==> config.mk <==
export PLATFORM = sky130hd
export DESIGN_NAME = char_lcd_nibble_writer_top
export DESIGN_NICKNAME = d
export VERILOG_FILES = /design/src/rtl/core/lcdnw_pkg.sv /design/src/rtl/core/char_lcd_nibble_writer_top.sv /design/src/rtl/core/lcdnw_cfg.sv /design/src/rtl/core/lcdnw_decode.sv /design/src/rtl/core/lcdnw_serial.sv
export SDC_FILE = /design/constraint.sdc
export NUM_CORES = 1
export LEC_CHECK = 0
export ABC_CLOCK_PERIOD_IN_PS = 4150
export CORE_ASPECT_RATIO = 0.7
export CORE_MARGIN = 2
export CORE_UTILIZATION = 45
export DETAILED_ROUTE_END_ITERATION = 12
export DONT_BUFFER_PORTS = 1
export HOLD_SLACK_MARGIN = 0.03
export PLACE_DENSITY = 0.62
export SETUP_SLACK_MARGIN = 0.02
export SLEW_MARGIN = 15
export SYNTH_ARGS = -nofsm -noshare
export SYNTH_HDL_FRONTEND = slang
export SYNTH_HIERARCHICAL = 1
export SYNTH_SLANG_ARGS = --single-unit
==> constraint.sdc <==
create_clock -name clk_i -period 4.15 [get_ports clk_i]
set_clock_uncertainty 0.15 [all_clocks]
set_input_delay 0 -clock clk_i [delete_from_list [all_inputs] [get_ports clk_i]]
set_output_delay 0 -clock clk_i [all_outputs]
set_load 0.005 [all_outputs]
==> src/rtl/core/lcdnw_pkg.sv <==
// ----------------------------------------------------------------------------
// lcdnw_pkg
// Shared types, codes and helpers of the character display nibble writer.
// ----------------------------------------------------------------------------
`default_nettype none

package lcdnw_pkg;

  // Largest number of nibble writes that one item can cause.
  localparam int unsigned MaxNibbles = 10;
  localparam int unsigned CntW       = $clog2(MaxNibbles + 1);
  localparam int unsigned CursorW    = 7;

  // Configuration port geometry.
  localparam int unsigned AddrW = 5;
  localparam int unsigned DataW = 32;

  // Item commands.
  typedef enum logic [1:0] {
    CMD_CHAR  = 2'd0,
    CMD_PLACE = 2'd1,
    CMD_RAW   = 2'd2,
    CMD_INIT  = 2'd3
  } lcdnw_cmd_e;

  // Register indexes.
  typedef enum logic [2:0] {
    REG_CLEAR      = 3'd0,
    REG_MODE       = 3'd1,
    REG_DISPLAY_ON = 3'd2,
    REG_WAKE       = 3'd3,
    REG_FOUR_BIT   = 3'd4
  } lcdnw_reg_e;

  // Control characters with a special meaning.
  localparam logic [7:0] ChNul     = 8'd0;
  localparam logic [7:0] ChClear   = 8'd9;
  localparam logic [7:0] ChNewLine = 8'd10;
  localparam logic [7:0] ChCrLf    = 8'd12;
  localparam logic [7:0] ChCr      = 8'd13;

  // Display addresses and instructions.
  localparam logic [7:0] RowOneEnd   = 8'h0F;
  localparam logic [7:0] RowTwoStart = 8'h40;
  localparam logic [7:0] RowTwoEnd   = 8'h4F;
  localparam logic [6:0] HomeAddr    = 7'h00;
  localparam logic [6:0] RowTwoAddr  = 7'h40;

  // Register reset values.
  localparam logic [7:0] ClearReset     = 8'd1;
  localparam logic [7:0] ModeReset      = 8'd40;
  localparam logic [7:0] DisplayOnReset = 8'd12;
  localparam logic [3:0] WakeReset      = 4'd3;
  localparam logic [3:0] FourBitReset   = 4'd2;

  // Configuration register contents.
  typedef struct packed {
    logic [7:0] clear_code;
    logic [7:0] mode_code;
    logic [7:0] display_on_code;
    logic [3:0] wake_nibble;
    logic [3:0] four_bit_nibble;
  } lcdnw_cfg_t;

  // One decoded item: the nibbles to send, first in slot 0.
  typedef struct packed {
    logic                           rs;
    logic [MaxNibbles-1:0][3:0]     nib;
    logic [CntW-1:0]                count;
    logic [CursorW-1:0]             cursor;
  } lcdnw_run_t;

  // Cursor placement: wrap out-of-range addresses onto a visible row.
  function automatic logic [CursorW-1:0] lcdnw_place(input logic [7:0] row,
                                                     input logic [7:0] column);
    logic [7:0] addr;
    logic [CursorW-1:0] res;
    addr = {row[1:0], 6'b0} + column;
    if (addr > RowTwoEnd) begin
      res = HomeAddr;
    end else if (addr > RowOneEnd && addr < RowTwoStart) begin
      res = RowTwoAddr;
    end else begin
      res = addr[CursorW-1:0];
    end
    return res;
  endfunction

  // Set-address instruction for a cursor address.
  function automatic logic [7:0] lcdnw_addr_instr(input logic [CursorW-1:0] cursor);
    return {1'b1, cursor};
  endfunction

endpackage

`default_nettype wire

==> src/rtl/core/char_lcd_nibble_writer_top.sv <==
// ----------------------------------------------------------------------------
// char_lcd_nibble_writer_top
// Character display writer for a 4-bit controller bus with cursor tracking.
// ----------------------------------------------------------------------------
// Each input transfer carries a command (tuser) and its operands (tdata); the
// block answers with one output transfer per nibble write, high nibble first,
// with tlast on the final nibble of the item. The output port delivers at most
// one nibble per cycle and holds while m_axis_tready is low. An item has two
// nibbles for a printed character, a new line, a carriage return, a placement
// or a raw instruction, four for clear and for carriage return plus line feed,
// ten for initialization. A NUL character is taken and produces no output.
// One decoded item waits in an input register while the previous one is
// shifted out, so items flow back to back. On an idle block the first nibble
// passes the input register, the active run register and the output register.
`default_nettype none

module char_lcd_nibble_writer_top (
  input  wire logic                             clk_i,
  input  wire logic                             rst_ni,
  // Configuration port
  input  wire logic                             psel,
  input  wire logic                             penable,
  input  wire logic                             pwrite,
  input  wire logic [lcdnw_pkg::AddrW-1:0]      paddr,
  input  wire logic [lcdnw_pkg::DataW-1:0]      pwdata,
  output logic      [lcdnw_pkg::DataW-1:0]      prdata,
  output logic                                  pready,
  // Input stream
  input  wire logic                             s_axis_tvalid,
  output logic                                  s_axis_tready,
  // tdata: character[7:0], row[15:8], column[23:16], instruction_byte[31:24]
  input  wire logic [31:0]                      s_axis_tdata,
  // tuser: command[1:0]
  input  wire logic [1:0]                       s_axis_tuser,
  // Output stream
  output logic                                  m_axis_tvalid,
  input  wire logic                             m_axis_tready,
  // tdata: nibble[3:0], cursor[10:4], zero[15:11]
  output logic [15:0]                           m_axis_tdata,
  // tuser: register_select
  output logic                                  m_axis_tuser,
  output logic                                  m_axis_tlast
);

  lcdnw_pkg::lcdnw_cfg_t          cfg;
  lcdnw_pkg::lcdnw_run_t          dec_run;
  lcdnw_pkg::lcdnw_run_t          pend_q;
  logic                           pend_valid_q;
  logic [lcdnw_pkg::CursorW-1:0]  cursor_q;
  logic                           run_take;
  logic                           in_xfer;
  logic                           out_rs;
  logic [3:0]                     out_nibble;
  logic                           out_last;
  logic [lcdnw_pkg::CursorW-1:0]  out_cursor;

  lcdnw_cfg u_cfg (
    .clk_i   (clk_i),
    .rst_ni  (rst_ni),
    .psel    (psel),
    .penable (penable),
    .pwrite  (pwrite),
    .paddr   (paddr),
    .pwdata  (pwdata),
    .prdata  (prdata),
    .pready  (pready),
    .cfg_o   (cfg)
  );

  lcdnw_decode u_decode (
    .command_i          (s_axis_tuser),
    .character_i        (s_axis_tdata[7:0]),
    .row_i              (s_axis_tdata[15:8]),
    .column_i           (s_axis_tdata[23:16]),
    .instruction_byte_i (s_axis_tdata[31:24]),
    .cursor_i           (cursor_q),
    .cfg_i              (cfg),
    .run_o              (dec_run)
  );

  // The input register frees up in the cycle the serializer takes it.
  assign s_axis_tready = !pend_valid_q || run_take;
  assign in_xfer       = s_axis_tvalid && s_axis_tready;

  // Cursor tracking and input register valid.
  always_ff @(posedge clk_i or negedge rst_ni) begin
    if (!rst_ni) begin
      cursor_q     <= lcdnw_pkg::HomeAddr;
      pend_valid_q <= 1'b0;
    end else begin
      if (in_xfer) begin
        cursor_q     <= dec_run.cursor;
        pend_valid_q <= (dec_run.count != '0);
      end else if (run_take) begin
        pend_valid_q <= 1'b0;
      end
    end
  end

  // Decoded run payload.
  always_ff @(posedge clk_i) begin
    if (in_xfer) begin
      pend_q <= dec_run;
    end
  end

  lcdnw_serial u_serial (
    .clk_i        (clk_i),
    .rst_ni       (rst_ni),
    .run_i        (pend_q),
    .run_valid_i  (pend_valid_q),
    .run_take_o   (run_take),
    .out_valid_o  (m_axis_tvalid),
    .out_ready_i  (m_axis_tready),
    .out_rs_o     (out_rs),
    .out_nibble_o (out_nibble),
    .out_last_o   (out_last),
    .out_cursor_o (out_cursor)
  );

  assign m_axis_tdata = {5'b0, out_cursor, out_nibble};
  assign m_axis_tuser = out_rs;
  assign m_axis_tlast = out_last;

endmodule

`default_nettype wire

==> src/rtl/core/lcdnw_cfg.sv <==
// ----------------------------------------------------------------------------
// lcdnw_cfg
// Configuration registers behind a simple APB-style port.
// ----------------------------------------------------------------------------
`default_nettype none

module lcdnw_cfg (
  input  wire logic                         clk_i,
  input  wire logic                         rst_ni,
  input  wire logic                         psel,
  input  wire logic                         penable,
  input  wire logic                         pwrite,
  input  wire logic [lcdnw_pkg::AddrW-1:0]  paddr,
  input  wire logic [lcdnw_pkg::DataW-1:0]  pwdata,
  output logic      [lcdnw_pkg::DataW-1:0]  prdata,
  output logic                              pready,
  output lcdnw_pkg::lcdnw_cfg_t             cfg_o
);

  lcdnw_pkg::lcdnw_cfg_t cfg_q;
  logic [2:0]            reg_idx;
  logic                  wr_en;

  assign pready  = 1'b1;
  assign reg_idx = paddr[lcdnw_pkg::AddrW-1:2];
  assign wr_en   = psel & penable & pwrite & pready;
  assign cfg_o   = cfg_q;

  // Register writes complete in the access cycle.
  always_ff @(posedge clk_i or negedge rst_ni) begin
    if (!rst_ni) begin
      cfg_q.clear_code      <= lcdnw_pkg::ClearReset;
      cfg_q.mode_code       <= lcdnw_pkg::ModeReset;
      cfg_q.display_on_code <= lcdnw_pkg::DisplayOnReset;
      cfg_q.wake_nibble     <= lcdnw_pkg::WakeReset;
      cfg_q.four_bit_nibble <= lcdnw_pkg::FourBitReset;
    end else if (wr_en) begin
      case (reg_idx)
        lcdnw_pkg::REG_CLEAR:      cfg_q.clear_code      <= pwdata[7:0];
        lcdnw_pkg::REG_MODE:       cfg_q.mode_code       <= pwdata[7:0];
        lcdnw_pkg::REG_DISPLAY_ON: cfg_q.display_on_code <= pwdata[7:0];
        lcdnw_pkg::REG_WAKE:       cfg_q.wake_nibble     <= pwdata[3:0];
        lcdnw_pkg::REG_FOUR_BIT:   cfg_q.four_bit_nibble <= pwdata[3:0];
        default: ;
      endcase
    end
  end

  // Read back the addressed register.
  always_comb begin
    case (reg_idx)
      lcdnw_pkg::REG_CLEAR:      prdata = {24'b0, cfg_q.clear_code};
      lcdnw_pkg::REG_MODE:       prdata = {24'b0, cfg_q.mode_code};
      lcdnw_pkg::REG_DISPLAY_ON: prdata = {24'b0, cfg_q.display_on_code};
      lcdnw_pkg::REG_WAKE:       prdata = {28'b0, cfg_q.wake_nibble};
      lcdnw_pkg::REG_FOUR_BIT:   prdata = {28'b0, cfg_q.four_bit_nibble};
      default:                   prdata = '0;
    endcase
  end

endmodule

`default_nettype wire

==> src/rtl/core/lcdnw_decode.sv <==
// ----------------------------------------------------------------------------
// lcdnw_decode
// Turns one item into its list of nibble writes and the new cursor address.
// ----------------------------------------------------------------------------
`default_nettype none

module lcdnw_decode (
  input  wire logic [1:0]                      command_i,
  input  wire logic [7:0]                      character_i,
  input  wire logic [7:0]                      row_i,
  input  wire logic [7:0]                      column_i,
  input  wire logic [7:0]                      instruction_byte_i,
  input  wire logic [lcdnw_pkg::CursorW-1:0]   cursor_i,
  input  wire lcdnw_pkg::lcdnw_cfg_t           cfg_i,
  output lcdnw_pkg::lcdnw_run_t                run_o
);

  logic                              second_row;
  logic [lcdnw_pkg::CursorW-1:0]     other_row;
  logic [lcdnw_pkg::CursorW-1:0]     line_start;
  logic [lcdnw_pkg::CursorW-1:0]     crlf_start;
  logic [lcdnw_pkg::CursorW-1:0]     placed;
  logic [7:0]                        instr_a;
  logic [7:0]                        instr_b;

  // Row tests and the candidate cursor addresses of the control characters.
  always_comb begin
    second_row = (cursor_i[6:4] != 3'b0);
    other_row  = second_row ? {3'b0, cursor_i[3:0]} : (lcdnw_pkg::RowTwoAddr | {3'b0, cursor_i[3:0]});
    line_start = second_row ? lcdnw_pkg::RowTwoAddr : lcdnw_pkg::HomeAddr;
    crlf_start = (other_row[6:4] != 3'b0) ? lcdnw_pkg::RowTwoAddr : lcdnw_pkg::HomeAddr;
    placed     = lcdnw_pkg::lcdnw_place(row_i, column_i);
  end

  // Build the run: bytes go out high nibble first.
  always_comb begin
    run_o        = '0;
    run_o.cursor = cursor_i;
    instr_a      = '0;
    instr_b      = '0;
    case (command_i)
      lcdnw_pkg::CMD_CHAR: begin
        case (character_i)
          lcdnw_pkg::ChNul: begin
            run_o.count = '0;
          end
          lcdnw_pkg::ChClear: begin
            instr_a      = cfg_i.clear_code;
            instr_b      = lcdnw_pkg::lcdnw_addr_instr(lcdnw_pkg::HomeAddr);
            run_o.cursor = lcdnw_pkg::HomeAddr;
            run_o.count  = lcdnw_pkg::CntW'(4);
          end
          lcdnw_pkg::ChNewLine: begin
            instr_a      = lcdnw_pkg::lcdnw_addr_instr(other_row);
            run_o.cursor = other_row;
            run_o.count  = lcdnw_pkg::CntW'(2);
          end
          lcdnw_pkg::ChCrLf: begin
            instr_a      = lcdnw_pkg::lcdnw_addr_instr(other_row);
            instr_b      = lcdnw_pkg::lcdnw_addr_instr(crlf_start);
            run_o.cursor = crlf_start;
            run_o.count  = lcdnw_pkg::CntW'(4);
          end
          lcdnw_pkg::ChCr: begin
            instr_a      = lcdnw_pkg::lcdnw_addr_instr(line_start);
            run_o.cursor = line_start;
            run_o.count  = lcdnw_pkg::CntW'(2);
          end
          default: begin
            run_o.rs    = 1'b1;
            instr_a     = character_i;
            run_o.count = lcdnw_pkg::CntW'(2);
          end
        endcase
        run_o.nib[0] = instr_a[7:4];
        run_o.nib[1] = instr_a[3:0];
        run_o.nib[2] = instr_b[7:4];
        run_o.nib[3] = instr_b[3:0];
      end
      lcdnw_pkg::CMD_PLACE: begin
        instr_a      = lcdnw_pkg::lcdnw_addr_instr(placed);
        run_o.nib[0] = instr_a[7:4];
        run_o.nib[1] = instr_a[3:0];
        run_o.cursor = placed;
        run_o.count  = lcdnw_pkg::CntW'(2);
      end
      lcdnw_pkg::CMD_RAW: begin
        run_o.nib[0] = instruction_byte_i[7:4];
        run_o.nib[1] = instruction_byte_i[3:0];
        run_o.count  = lcdnw_pkg::CntW'(2);
      end
      default: begin
        // Power-up sequence: three wake nibbles, the bus width nibble, then
        // function set, display on and clear.
        run_o.nib[0] = cfg_i.wake_nibble;
        run_o.nib[1] = cfg_i.wake_nibble;
        run_o.nib[2] = cfg_i.wake_nibble;
        run_o.nib[3] = cfg_i.four_bit_nibble;
        run_o.nib[4] = cfg_i.mode_code[7:4];
        run_o.nib[5] = cfg_i.mode_code[3:0];
        run_o.nib[6] = cfg_i.display_on_code[7:4];
        run_o.nib[7] = cfg_i.display_on_code[3:0];
        run_o.nib[8] = cfg_i.clear_code[7:4];
        run_o.nib[9] = cfg_i.clear_code[3:0];
        run_o.cursor = lcdnw_pkg::HomeAddr;
        run_o.count  = lcdnw_pkg::CntW'(lcdnw_pkg::MaxNibbles);
      end
    endcase
  end

endmodule

`default_nettype wire

==> src/rtl/core/lcdnw_serial.sv <==
// ----------------------------------------------------------------------------
// lcdnw_serial
// Shifts a decoded run out one nibble per transfer through an output register.
// ----------------------------------------------------------------------------
`default_nettype none

module lcdnw_serial (
  input  wire logic                              clk_i,
  input  wire logic                              rst_ni,
  input  wire lcdnw_pkg::lcdnw_run_t             run_i,
  input  wire logic                              run_valid_i,
  output logic                                   run_take_o,
  output logic                                   out_valid_o,
  input  wire logic                              out_ready_i,
  output logic                                   out_rs_o,
  output logic [3:0]                             out_nibble_o,
  output logic                                   out_last_o,
  output logic [lcdnw_pkg::CursorW-1:0]          out_cursor_o
);

  logic [lcdnw_pkg::MaxNibbles-1:0][3:0] act_nib_q;
  logic [lcdnw_pkg::CntW-1:0]            act_cnt_q;
  logic                                  act_rs_q;
  logic [lcdnw_pkg::CursorW-1:0]         act_cur_q;
  logic                                  out_valid_q;
  logic                                  out_rs_q;
  logic [3:0]                            out_nib_q;
  logic                                  out_last_q;
  logic [lcdnw_pkg::CursorW-1:0]         out_cur_q;
  logic                                  out_adv;
  logic                                  act_busy;
  logic                                  act_empty_next;

  // The active run frees up once its last nibble moves to the output register.
  assign out_adv        = !out_valid_q || out_ready_i;
  assign act_busy       = (act_cnt_q != '0);
  assign act_empty_next = !act_busy ||
                          ((act_cnt_q == lcdnw_pkg::CntW'(1)) && out_adv);
  assign run_take_o     = run_valid_i && act_empty_next;

  // Control state: remaining nibble count and output valid.
  always_ff @(posedge clk_i or negedge rst_ni) begin
    if (!rst_ni) begin
      act_cnt_q   <= '0;
      out_valid_q <= 1'b0;
    end else begin
      if (run_take_o) begin
        act_cnt_q <= run_i.count;
      end else if (out_adv && act_busy) begin
        act_cnt_q <= act_cnt_q - lcdnw_pkg::CntW'(1);
      end
      if (out_adv) begin
        out_valid_q <= act_busy;
      end
    end
  end

  // Payload: load or shift the run, and fill the output register.
  always_ff @(posedge clk_i) begin
    if (run_take_o) begin
      act_nib_q <= run_i.nib;
      act_rs_q  <= run_i.rs;
      act_cur_q <= run_i.cursor;
    end else if (out_adv && act_busy) begin
      act_nib_q <= {4'b0, act_nib_q[lcdnw_pkg::MaxNibbles-1:1]};
    end
    if (out_adv && act_busy) begin
      out_rs_q   <= act_rs_q;
      out_nib_q  <= act_nib_q[0];
      out_last_q <= (act_cnt_q == lcdnw_pkg::CntW'(1));
      out_cur_q  <= act_cur_q;
    end
  end

  assign out_valid_o  = out_valid_q;
  assign out_rs_o     = out_rs_q;
  assign out_nibble_o = out_nib_q;
  assign out_last_o   = out_last_q;
  assign out_cursor_o = out_cur_q;

endmodule

`default_nettype wire
==> results.ini <==
[die]
fp.dieW_um = 160
fp.dieH_um = 113
row_count = 39
io-pin-count = 131
die-area_um2 = 18000
initial_core_util = 0.464
core_um2 = 16400

[worst_setup_path]
cpPeakStageDelay_ns = 0.43
cp_common_cell = inv_1
path_depth = 10
worst-path-buf-inv = 4
critPathTopFamily = buffers and inverters
cpMaxStageDelayCell = dfrtp_1
crit_chain = inv_1 > ha_1 > nand2_1 > o21ai_4 > nand2_2 > inv_1 > nand2b_4 > nand2_4 > inv_2 > buf_4
worst-setup-path-type = flip-flop to flip-flop
endpoint_kind = flip-flop
arrival_ns = 3.11
timing.critical_path.required_ns = 4.11
r2r_cells = 10
cp-start-kind = flip-flop
critPathMaxFanout = 21

[synthesis]
ys_types = 69
syn_inst = 533
syn_avg_cell_area_um2 = 14.3
ys.flop_type = edfxtp_1
synth_top_area_share = 0.445
synth.ff_latch_count = 158
synth_warnings = 6
ys_seq_area_frac = 0.594
ys_top_cells_by_area = edfxtp_1 (45%), dfrtp_1 (12%), mux2_4 (6.7%), mux2_2 (6.6%), buf_4 (3.3%)
synth_edf_count = 113
async_flop_share = 0.285
synth.cell_area_um2 = 7620
synth_area_leader_cell = edfxtp_1

[clock_network]
cts_resized = 0
cts_tree = done
clock_path_buffers = 2
clk_pin_slew_worst_paths_ns = 0.07
clkSinkCount = 158
root_buffer = clkbuf_16
clk_latency_ns = 0.43
cts_buffers = 17
htreeDepth = 4

[power]
p_sw_frac = 0.278
p_sw_uw = 1500
p_comb_frac = 0.225
ir_drop_v = 0.000247
leakage_uw = 0.00350
power_density_nw_per_um2 = 606
pwr-share-clk = 0.288
seqPwrFrac = 0.487
internal-power_uw = 3890

[finish]
layout.nets = 676
num_antenna_cells = 0
syn_to_final_growth_pct = 16.5
drive_gt1_frac = 0.263
fillers = 1359

[routing]
drt-total-wl_mm = 16.3
viasPerCell = 5.31
drc_errors = 0
vias = 4398
drt-initial-drc-count = 380
wl_per_cell_um = 19.7
dr.pass1.iters = 5
antenna_left = 0

[global_route]
grt_pass1_vias = 4406
grt_pass1_wl_mm = 25.4
globalRoute.totalOverflow = 0
grt_max_degree = 41
antenna_found_initial = 0
grt_usage = 0.188

[timing]
slew_violations = 0
fin_crit_sh = 0.758
fmaxAchievable_mhz = 318
tns_ns = 0
setup_violations = 0
hold_viol_final = 0
maxSlewHeadroom = 0.478
timing.hold.ws_ns = 0.0416
rsz0062_at_grt = no
fin_crit_ns = 3.14
worst_slew_pin_slew_ns = 0.784

[placement]
gp_congestion = 0.883
dpl.hpwl_mm = 10.4
numPortBuffers = 0

[run_status]
status = complete, no violations

[worst_hold_path]
hp-class = input port to asynchronous set/reset pin

[flow_run]
drv_cap = 0

-- synth_stat cells (7+ instances only) --
cell	instances
a21oi_1	20
a22oi_1	7
and2_1	34
buf_4	34
clkbuf_1	7
dfrtp_1	37
dfstp_2	8
edfxtp_1	113
ha_1	7
inv_1	9
mux2_2	45
mux2_4	34
nand2_1	19
nand3_1	9
nor2_1	11
nor2b_1	11
o21ai_0	8
-- timing repair --
| item | CTS | global route |
|---|---|---|
| hold endpoints to repair | 132 | 0 |
| buffers inserted | 0 | 0 |
| setup endpoints to repair | 0 | 0 |
| hold buffers | 58 | 0 |
-- area by class of cell --
class	count	area, um^2	share of cell area
clock inverter	15	161	0.0182
sequential	158	4530	0.510
clock buffer	17	425	0.0479
tap	225	282	0.0317
multi-input combinational	339	2780	0.313
timing repair buffer	66	668	0.0753
inverter	9	33.8	0.00380
-- metal layers --
metal | part of all wire | global-route usage | wire, um | up-vias
met2 | 0.44 | 0.275 | 7230 | 176
li1 | - | - | - | 2031
met5 | 0 | 0 | 0 | -
met4 | 0.0097 | 0.0485 | 159 | 0
met1 | 0.48 | 0.270 | 7900 | 2177
met3 | 0.064 | 0.0609 | 1040 | 14
-- worst paths after layout --
check                                 startpoint                        to  slack, ns
max                        u_serial/act_cnt_q[0]                pend_q[19]       1.01
min                                       rst_ni            u_cfg/cfg_o[1]       0.04
max reg2reg                u_serial/act_cnt_q[0]                pend_q[19]       1.01
min reg2reg                u_serial/act_nib_q[2]  u_serial/out_nibble_o[2]       0.27
max in group asynchronous                 rst_ni     u_serial/act_cnt_q[2]       3.57
min in group clk_i                      paddr[3]                 prdata[0]       0.05
-- cells in the final DEF, fill, tap and decap left out, types with 17 or more instances in the layout --
cell             n
and2_1          34
edfxtp_1       113
dlygate4sd3_1   56
nand2_1         19
dfrtp_1         37
clkbuf_16       17
mux2_2          45
a21oi_1         20
mux2_4          34
conb_1          31
-- worst register-to-register path, cell delays in order (launching register included) --
cell	delay, ns
dfrtp_1	0.43
inv_1	0.08
ha_1	0.27
nand2_1	0.14
o21ai_4	0.16
nand2_2	0.09
inv_1	0.33
nand2b_4	0.25
nand2_4	0.13
inv_2	0.44
buf_4	0.36
-- cells by family (layout without fill, tap and decap cells) --
family	count (synthesis)	in the layout	share of synthesized area
multiplexers	85	85	0.141
other	4	31	0.00197
AND/OR/NAND/NOR	133	133	0.111
flip-flops	158	158	0.594
XOR/XNOR	11	11	0.0144
adder cells (fa/ha/maj)	7	7	0.0115
buffers and inverters	63	107	0.0547
AO/OA/AOI/OAI	72	72	0.0706
-- stage by stage --
| step | util | setup WS (ns) | area [um^2] | total power [uW] | cells |
|---|---|---|---|---|---|
| 2_1_floorplan | - | 0.743 | 7720 | 3510 | 560 |
| 3_3_place_gp | 0.467 | 1.16 | 7680 | 3740 | 739 |
| 3_5_place_dp | 0.467 | 1.03 | 7680 | 3780 | 739 |
| 4_1_cts | 0.540 | 1.01 | 8880 | 5410 | 829 |
| 5_1_grt | 0.540 | 0.781 | 8880 | 5640 | 829 |
| 6_report | 0.540 | 1.01 | 8880 | 5380 | 829 |
-- state kept, by name, indices dropped and copies added (netlist names) --
name                   count
cursor_q                   7
u_serial/out_last_o        1
u_serial/act_nib_q        40
pend_valid_q               1
u_serial/out_rs_o          1
u_serial/act_rs_q          1
u_cfg/cfg_o               32
u_serial/out_nibble_o      4
u_serial/act_cnt_q         4
u_serial/act_cur_q         7
u_serial/out_valid_o       1
pend_q                    52
u_serial/out_cursor_o      7
-- power groups by stage --
stage                     combinational, uW  sequential, uW  clock (uW)
after floorplan                         958            2560           0
after global placement                 1100            2640           0
after detailed placement               1130            2650           0
after CTS                              1210            2630        1580
after global routing                   1320            2680        1640
final                                  1210            2620        1550
(Power assumes the default switching activity.)
